==> src/tbdd_pkg.sv <==
// Shared types and constants for the test-bit sample detector.
package tbdd_pkg;

  // Number of watched voices; the voice field itself is two bits wide.
  localparam int unsigned VOICES = 3;
  localparam int unsigned VidxW  = (VOICES > 1) ? $clog2(VOICES) : 1;
  localparam int unsigned CfgIdxW = 1;
  localparam int unsigned CfgDataW = 8;

  // Register offsets within a voice.
  localparam logic [2:0] OFS_FREQ_HI  = 3'd1;
  localparam logic [2:0] OFS_PULSE_LO = 3'd2;
  localparam logic [2:0] OFS_PULSE_HI = 3'd3;
  localparam logic [2:0] OFS_CONTROL  = 3'd4;

  // Control byte masks and the masked codes that drive the detectors.
  localparam logic [7:0] FREQ_MASK   = 8'h19;
  localparam logic [7:0] FREQ_START  = 8'h11;
  localparam logic [7:0] FREQ_TEST   = 8'h08;
  localparam logic [7:0] FREQ_TEST_G = 8'h09;
  localparam logic [7:0] FREQ_GATE   = 8'h01;
  localparam logic [7:0] PULSE_MASK  = 8'h49;
  localparam logic [7:0] PULSE_ARM   = 8'h49;
  localparam logic [7:0] PULSE_FIRE  = 8'h41;

  // Configuration register indexes.
  localparam logic [CfgIdxW-1:0] CFG_FREQ_TIMEOUT  = 1'd0;
  localparam logic [CfgIdxW-1:0] CFG_PULSE_TIMEOUT = 1'd1;

  // Reset values of the timeouts.
  localparam logic [7:0] FREQ_TIMEOUT_RST  = 8'd12;
  localparam logic [7:0] PULSE_TIMEOUT_RST = 8'd7;

  typedef enum logic [2:0] {
    FOP_NONE,
    FOP_START,
    FOP_SET,
    FOP_GATE,
    FOP_FREQ_HI
  } freq_op_e;

  typedef enum logic [1:0] {
    POP_NONE,
    POP_ARM,
    POP_FIRE,
    POP_LOAD
  } pulse_op_e;

  typedef struct packed {
    logic [1:0]  voice_index;
    logic [2:0]  reg_offset;
    logic [7:0]  write_byte;
    logic [31:0] cycle_now;
  } in_word_t;

  typedef struct packed {
    logic       sample_found;
    logic [7:0] sample_level;
    logic [1:0] sample_voice;
    logic       found_by_pulse;
    logic       mute_voice;
  } out_word_t;

  // Classified word handed from the front to the back.
  typedef struct packed {
    logic [1:0]  voice;
    freq_op_e    fop;
    pulse_op_e   pop;
    logic        from_high;
    logic [7:0]  data;
    logic [31:0] now;
  } cmd_t;

  typedef struct packed {
    logic [7:0] freq_timeout;
    logic [7:0] pulse_timeout;
  } cfg_t;

endpackage

==> src/tbdd_back.sv <==
// Back end: per-voice frequency and pulse detectors and the output register.
module tbdd_back (
  input  logic                clk_i,
  input  logic                rst_ni,
  input  tbdd_pkg::cfg_t      cfg_i,
  input  logic                q_empty_i,
  input  tbdd_pkg::cmd_t      q_cmd_i,
  output logic                q_pop_o,
  output logic                out_valid_o,
  input  logic                out_stall_i,
  output tbdd_pkg::out_word_t out_data_o
);

  typedef enum logic [2:0] {
    FPH_IDLE,
    FPH_PREP,
    FPH_SET,
    FPH_GATED,
    FPH_HELD
  } fph_e;

  typedef enum logic [2:0] {
    PPH_IDLE,
    PPH_PREP,
    PPH_CONFIRM,
    PPH_TEST_FIRST,
    PPH_CONFIRM2
  } pph_e;

  fph_e        fphase_q [tbdd_pkg::VOICES];
  logic [31:0] fstamp_q [tbdd_pkg::VOICES];
  logic [7:0]  fheld_q  [tbdd_pkg::VOICES];
  pph_e        pphase_q [tbdd_pkg::VOICES];
  logic [31:0] pstamp_q [tbdd_pkg::VOICES];
  logic [7:0]  pheld_q  [tbdd_pkg::VOICES];
  logic        phigh_q  [tbdd_pkg::VOICES];

  logic                    out_valid_q;
  tbdd_pkg::out_word_t     out_q, out_d;
  logic [tbdd_pkg::VidxW-1:0] vidx;

  fph_e        fph, fphase_d;
  logic [31:0] fstamp_d;
  logic [7:0]  fheld_d;
  pph_e        pph, pphase_d;
  logic [31:0] pstamp_d;
  logic [7:0]  pheld_d;
  logic        phigh_d;
  logic [31:0] fdiff, pdiff;
  logic        fok, pok;
  logic        fhit, phit;
  logic [7:0]  level;

  assign q_pop_o     = !q_empty_i && (!out_valid_q || !out_stall_i);
  assign out_valid_o = out_valid_q;
  assign out_data_o  = out_q;
  assign vidx        = tbdd_pkg::VidxW'(q_cmd_i.voice);

  // Next state of the addressed voice and the result word.
  always_comb begin
    fph      = fphase_q[vidx];
    pph      = pphase_q[vidx];
    fphase_d = fph;
    fstamp_d = fstamp_q[vidx];
    fheld_d  = fheld_q[vidx];
    pphase_d = pph;
    pstamp_d = pstamp_q[vidx];
    pheld_d  = pheld_q[vidx];
    phigh_d  = phigh_q[vidx];
    fdiff    = q_cmd_i.now - fstamp_q[vidx];
    pdiff    = q_cmd_i.now - pstamp_q[vidx];
    fok      = fdiff < {24'd0, cfg_i.freq_timeout};
    pok      = pdiff < {24'd0, cfg_i.pulse_timeout};
    fhit     = 1'b0;
    phit     = 1'b0;
    level    = 8'd0;

    // Frequency detector runs first.
    case (q_cmd_i.fop)
      tbdd_pkg::FOP_START: begin
        fphase_d = FPH_PREP;
        fstamp_d = q_cmd_i.now;
      end
      tbdd_pkg::FOP_SET: begin
        if (fph == FPH_PREP && fok) begin
          fphase_d = FPH_SET;
          fstamp_d = q_cmd_i.now;
        end else begin
          fphase_d = FPH_IDLE;
        end
      end
      tbdd_pkg::FOP_GATE: begin
        if (fph == FPH_SET && fok) begin
          fphase_d = FPH_GATED;
          fstamp_d = q_cmd_i.now;
        end else if (fph == FPH_HELD && fok) begin
          fhit  = 1'b1;
          level = fheld_q[vidx];
        end else begin
          fphase_d = FPH_IDLE;
        end
      end
      tbdd_pkg::FOP_FREQ_HI: begin
        if (fph == FPH_SET && fok) begin
          fheld_d  = q_cmd_i.data;
          fphase_d = FPH_HELD;
          fstamp_d = q_cmd_i.now;
        end else if (fph == FPH_GATED && fok) begin
          fhit  = 1'b1;
          level = q_cmd_i.data;
        end
      end
      default: begin
        fhit = 1'b0;
      end
    endcase

    // Pulse detector only when the frequency detector did not fire.
    if (!fhit) begin
      case (q_cmd_i.pop)
        tbdd_pkg::POP_ARM: begin
          pphase_d = (pph == PPH_PREP && pok) ? PPH_CONFIRM : PPH_TEST_FIRST;
          pstamp_d = q_cmd_i.now;
        end
        tbdd_pkg::POP_FIRE: begin
          pphase_d = PPH_IDLE;
          if ((pph == PPH_CONFIRM || pph == PPH_CONFIRM2) && pok) begin
            phit  = 1'b1;
            level = phigh_q[vidx] ? {pheld_q[vidx][3:0], 4'd0} : pheld_q[vidx];
          end
        end
        tbdd_pkg::POP_LOAD: begin
          pphase_d = (pph == PPH_TEST_FIRST && pok) ? PPH_CONFIRM2 : PPH_PREP;
          pstamp_d = q_cmd_i.now;
          pheld_d  = q_cmd_i.data;
          phigh_d  = q_cmd_i.from_high;
        end
        default: begin
          phit = 1'b0;
        end
      endcase
    end

    // Any hit idles the frequency detector.
    if (fhit || phit) begin
      fphase_d = FPH_IDLE;
      fstamp_d = 32'd0;
    end

    out_d.sample_found   = fhit || phit;
    out_d.sample_level   = level;
    out_d.sample_voice   = (fhit || phit) ? q_cmd_i.voice : 2'd0;
    out_d.found_by_pulse = phit;
    out_d.mute_voice     = phit;
  end

  // Detector state, written for the addressed voice on each taken word.
  always_ff @(posedge clk_i or negedge rst_ni) begin
    if (!rst_ni) begin
      for (int i = 0; i < tbdd_pkg::VOICES; i++) begin
        fphase_q[i] <= FPH_IDLE;
        fstamp_q[i] <= 32'd0;
        fheld_q[i]  <= 8'd0;
        pphase_q[i] <= PPH_IDLE;
        pstamp_q[i] <= 32'd0;
        pheld_q[i]  <= 8'd0;
        phigh_q[i]  <= 1'b0;
      end
    end else if (q_pop_o) begin
      fphase_q[vidx] <= fphase_d;
      fstamp_q[vidx] <= fstamp_d;
      fheld_q[vidx]  <= fheld_d;
      pphase_q[vidx] <= pphase_d;
      pstamp_q[vidx] <= pstamp_d;
      pheld_q[vidx]  <= pheld_d;
      phigh_q[vidx]  <= phigh_d;
    end
  end

  // Output register valid flag.
  always_ff @(posedge clk_i or negedge rst_ni) begin
    if (!rst_ni) begin
      out_valid_q <= 1'b0;
    end else if (q_pop_o) begin
      out_valid_q <= 1'b1;
    end else if (!out_stall_i) begin
      out_valid_q <= 1'b0;
    end
  end

  // Output word; held while stalled.
  always_ff @(posedge clk_i) begin
    if (q_pop_o) begin
      out_q <= out_d;
    end
  end

endmodule

==> config.mk <==
export PLATFORM = sky130hd
export DESIGN_NAME = tbdd_back
export DESIGN_NICKNAME = d
export VERILOG_FILES = /design/src/tbdd_pkg.sv /design/src/tbdd_back.sv
export SDC_FILE = /design/constraint.sdc
export NUM_CORES = 1
export LEC_CHECK = 0
export BUFFER_PORTS_ARGS = -buffer_cell sky130_fd_sc_hd__buf_2
export CAP_MARGIN = 20
export CELL_PAD_IN_SITES_DETAIL_PLACEMENT = 1
export CELL_PAD_IN_SITES_GLOBAL_PLACEMENT = 2
export CORE_MARGIN = 5
export CORE_UTILIZATION = 42
export DETAILED_ROUTE_END_ITERATION = 10
export PLACE_DENSITY_LB_ADDON = 0.1
export SLEW_MARGIN = 0
export SYNTH_ARGS = -nofsm -noshare
export SYNTH_HDL_FRONTEND = slang
export SYNTH_SLANG_ARGS = --single-unit
==> constraint.sdc <==
create_clock -name clk_i -period 11.7 [get_ports clk_i]
set_input_delay 1.17 -clock clk_i [delete_from_list [all_inputs] [get_ports clk_i]]
set_output_delay 1.17 -clock clk_i [all_outputs]
set_load 0.02 [all_outputs]
==> results.json <==
{
  "clockBufferDepth": 3,
  "min_from": "fstamp_q[92]",
  "synthFlopType": "dfrtp_1",
  "power.switching_mw": 1.21,
  "clockRootBuffer": "clkbuf_16",
  "pre_cts_ws_ns": 3.20,
  "arrival_ns": 8.29,
  "grt_usage_pct": 25.3,
  "p_int_mw": 2.15,
  "synthArstFlopShare_pct": 95.6,
  "hpwl_um": 41400,
  "num_io_pins": 83,
  "die_h_um": 216,
  "antenna_cells": 0,
  "power_mw": 3.36,
  "final_util_pct": 46.9,
  "syn_to_final_growth_pct": 10.2,
  "synth_seq_cells": 274,
  "rows": 75,
  "multiInputGateArea_sq_um": 10200,
  "post_cts_resized": 0,
  "fin_area_sq_um": 19700,
  "post-route-min-period_ns": 7.99,
  "io_buffers": 82,
  "start_util_pct": 42.5,
  "fin_ws_ns": 3.71,
  "cp-end-kind": "flop",
  "initialDrtViolationCount": 856,
  "cts_tree": "yes",
  "fin_crit_sh_pct": 68.3,
  "synth-simple-area-share_pct": 18.3,
  "crit_family": "simple AND/OR/NAND/NOR gates",
  "leakagePower_nw": 8.69,
  "finalHoldViolCount": 0,
  "antenna_left": 0,
  "setup_viol": 0,
  "ys_top_cells_by_area": "dfrtp_1 (37%), nand2_1 (7.8%), o21ai_0 (6.6%)",
  "fmax_ghz": 0.125,
  "fin_tns_setup_ns": 0,
  "yosysWarnings": 0,
  "critical_path.max_stage_delay_ns": 1.10,
  "grt_max_degree": 127,
  "synth-edff-count": 12,
  "fin_nets": 2240,
  "hold-worst-slack_ns": 0.474,
  "wl_per_cell_um": 22.5,
  "die_w_um": 216,
  "worstSetupPathType": "in2reg",
  "timing.slew.headroom_pct": 27.2,
  "hold_buffers": 0,
  "synth-compound-area-share_pct": 22.8,
  "grt_pass1_wl_um": 95700,
  "hp-class": "reg2reg",
  "drv_cap": 0,
  "seq_area_frac_synth_pct": 38.7,
  "place_congestion": 0.872,
  "antenna_found_initial": 0,
  "syn_area_sq_um": 17900,
  "syn_nets": 2239,
  "cts_sinks": 274,
  "synth_top_family_by_area": "compound AO/OA/AOI/OAI gates",
  "grt_pass1_vias": 16941,
  "yosys-top-cells-count": "nand2_1 (371), dfrtp_1 (262), o21ai_0 (235), a21oi_1 (173), nor2_1 (128)",
  "p_sw_share_pct": 35.9,
  "crit_slowest_cell": "nor4_2",
  "synthAdderAreaFrac_pct": 5.68,
  "critPathMaxFanout": 36,
  "crit_path_cell_trace": "buf_6 -> buf_4 -> mux2i_1 -> o21ai_0 -> ha_1 -> fa_1 -> nor2b_4 -> o21a_1 -> nor2_1 -> xnor2_1 -> ha_1 -> a211o_1 -> a21oi_1 -> o21ai_0 -> o211ai_1 -> o2111ai_1 -> or4_1 -> nor4_1 -> nand4_1 -> nor4_2 -> or3_1 -> o21ai_0",
  "fill_cells": 4990,
  "dpl-instance-area_sq_um": 18600,
  "rsz0062_at_grt": "no",
  "viasPerCell": 5.92,
  "htreeDepth": 2,
  "combPwrFrac_pct": 32.3,
  "p_clk_share_pct": 31.3,
  "vdd_drop_max_v": 0.000120,
  "critPathLaunchType": "input port",
  "r2r_start": "fstamp_q[32]",
  "status": "completed",
  "drive_above_1_share_pct": 10.4,
  "p_per_area_nw_per_um2": 171,
  "syn_inst": 2091,
  "numCtsBuffers": 35,
  "die_area_sq_um": 46800,
  "coreArea_sq_um": 42000,
  "wl_um": 59700,
  "num_vias": 15713,
  "cp.required_ns": 12.00,
  "avgSynthCellArea_sq_um": 8.55,
  "dp_cells": 2594,
  "cts.clk_slew.worst_paths_ns": 0.06,
  "regArea_sq_um": 6920,
  "post-synth-top-area-cell": "dfrtp_1",
  "insertion_delay_ns": 0.56,
  "synth.top_cell.area_share_pct": 36.7,
  "tightest_slew_ns": 1.09,
  "drtPass1Iterations": 5,
  "startpoint": "q_cmd_i[46]",
  "finalMaxSlewViolations": 0,
  "overflow": 0,
  "layout.cells.non_filler": 2653,
  "synthMuxAreaShare_pct": 8.23,
  "yosysMostFrequentCell": "nand2_1",
  "cts_setup_buffers": 0,
  "drc_errors": 0,
  "path_common_cell": "o21ai_0",
  "crit_buf_inv": 2,
  "synthXorXnorAreaFrac_pct": 1.71,
  "synth.distinct_cells": 83,
  "p_seq_share_pct": 36.4,
  "clock_skew_ns": 0.0273
}
[final cells by class]
| type | count | area share [%] |
|---|---|---|
| Clock buffer | 47 | 4.98 |
| Clock inverter | 12 | 0.559 |
| Inverter | 65 | 1.24 |
| Multi-Input combinational cell | 1615 | 51.7 |
| Sequential cell | 274 | 35.1 |
| Tap cell | 539 | 3.42 |
| Timing Repair Buffer | 101 | 2.96 |
[registers in the layout, summed over array words and instances (netlist names)]
| signal | cells |
|---|---|
| fstamp_q | 96 |
| pstamp_q | 96 |
| fheld_q | 24 |
| pheld_q | 24 |
| out_data_o | 12 |
| fphase_q | 9 |
| pphase_q | 9 |
| phigh_q | 3 |
| out_valid_o | 1 |
[placed cells by master (no fill, tap or decap), types with 26 or more instances in the layout]
| cell | instances |
|---|---|
| nand4_1 | 26 |
| nor2_1 | 128 |
| ha_1 | 78 |
| o21ai_0 | 235 |
| nor3_1 | 26 |
| o31ai_1 | 109 |
| inv_1 | 65 |
| mux2i_1 | 111 |
| clkbuf_16 | 35 |
| dfrtp_1 | 262 |
| nand2_1 | 369 |
| and3_4 | 27 |
| buf_2 | 79 |
| a21oi_1 | 172 |
[kinds of logic (layout without fill, tap and decap cells)]
family,after synthesis,in the layout
xor+xnor,35,35
compound gates,665,665
fa+ha+maj,80,80
mux,143,143
simple gates,692,692
flops,274,274
buf+inv,202,225
[layer usage]
metal  part of all wire, %  vias up  global-route usage, %
met1                    47     7836                   34.5
met3                   3.2       77                   2.82
met4                   2.4        0                   6.78
li1                      -     7534                      -
met2                    47      266                   43.1
met5                     0        -                      0
[worst paths after layout]
check	end	slack [ns]	depth (start not counted)
setup / recovery	out_data_o[9]	3.71	22
hold reg to reg	fstamp_q[92]	0.47	2
hold / removal	fstamp_q[92]	0.47	2
max in group asynchronous	pstamp_q[92]	9.45	2
min in group asynchronous	out_valid_o	0.74	1
setup reg to reg	out_data_o[9]	5.17	20
[power groups by stage]
stage	combinational, mW	clock (mW)	sequential [mW]
2_1_floorplan	0.770	0	1.21
3_5_place_dp	1.08	0	1.24
3_3_place_gp	1.05	0	1.23
4_1_cts	1.08	1.08	1.22
5_1_grt	1.22	1.12	1.24
6_report	1.08	1.05	1.22
[worst reg2reg max path: cells and delay by family (launching register included)]
family | cells | cell delay (ns)
simple gates | 7 | 3.30
compound gates | 8 | 1.32
mux | 1 | 0.16
flops | 1 | 0.37
xor+xnor | 1 | 0.12
fa+ha+maj | 3 | 1.04
Power figures use the tool's default switching activity.
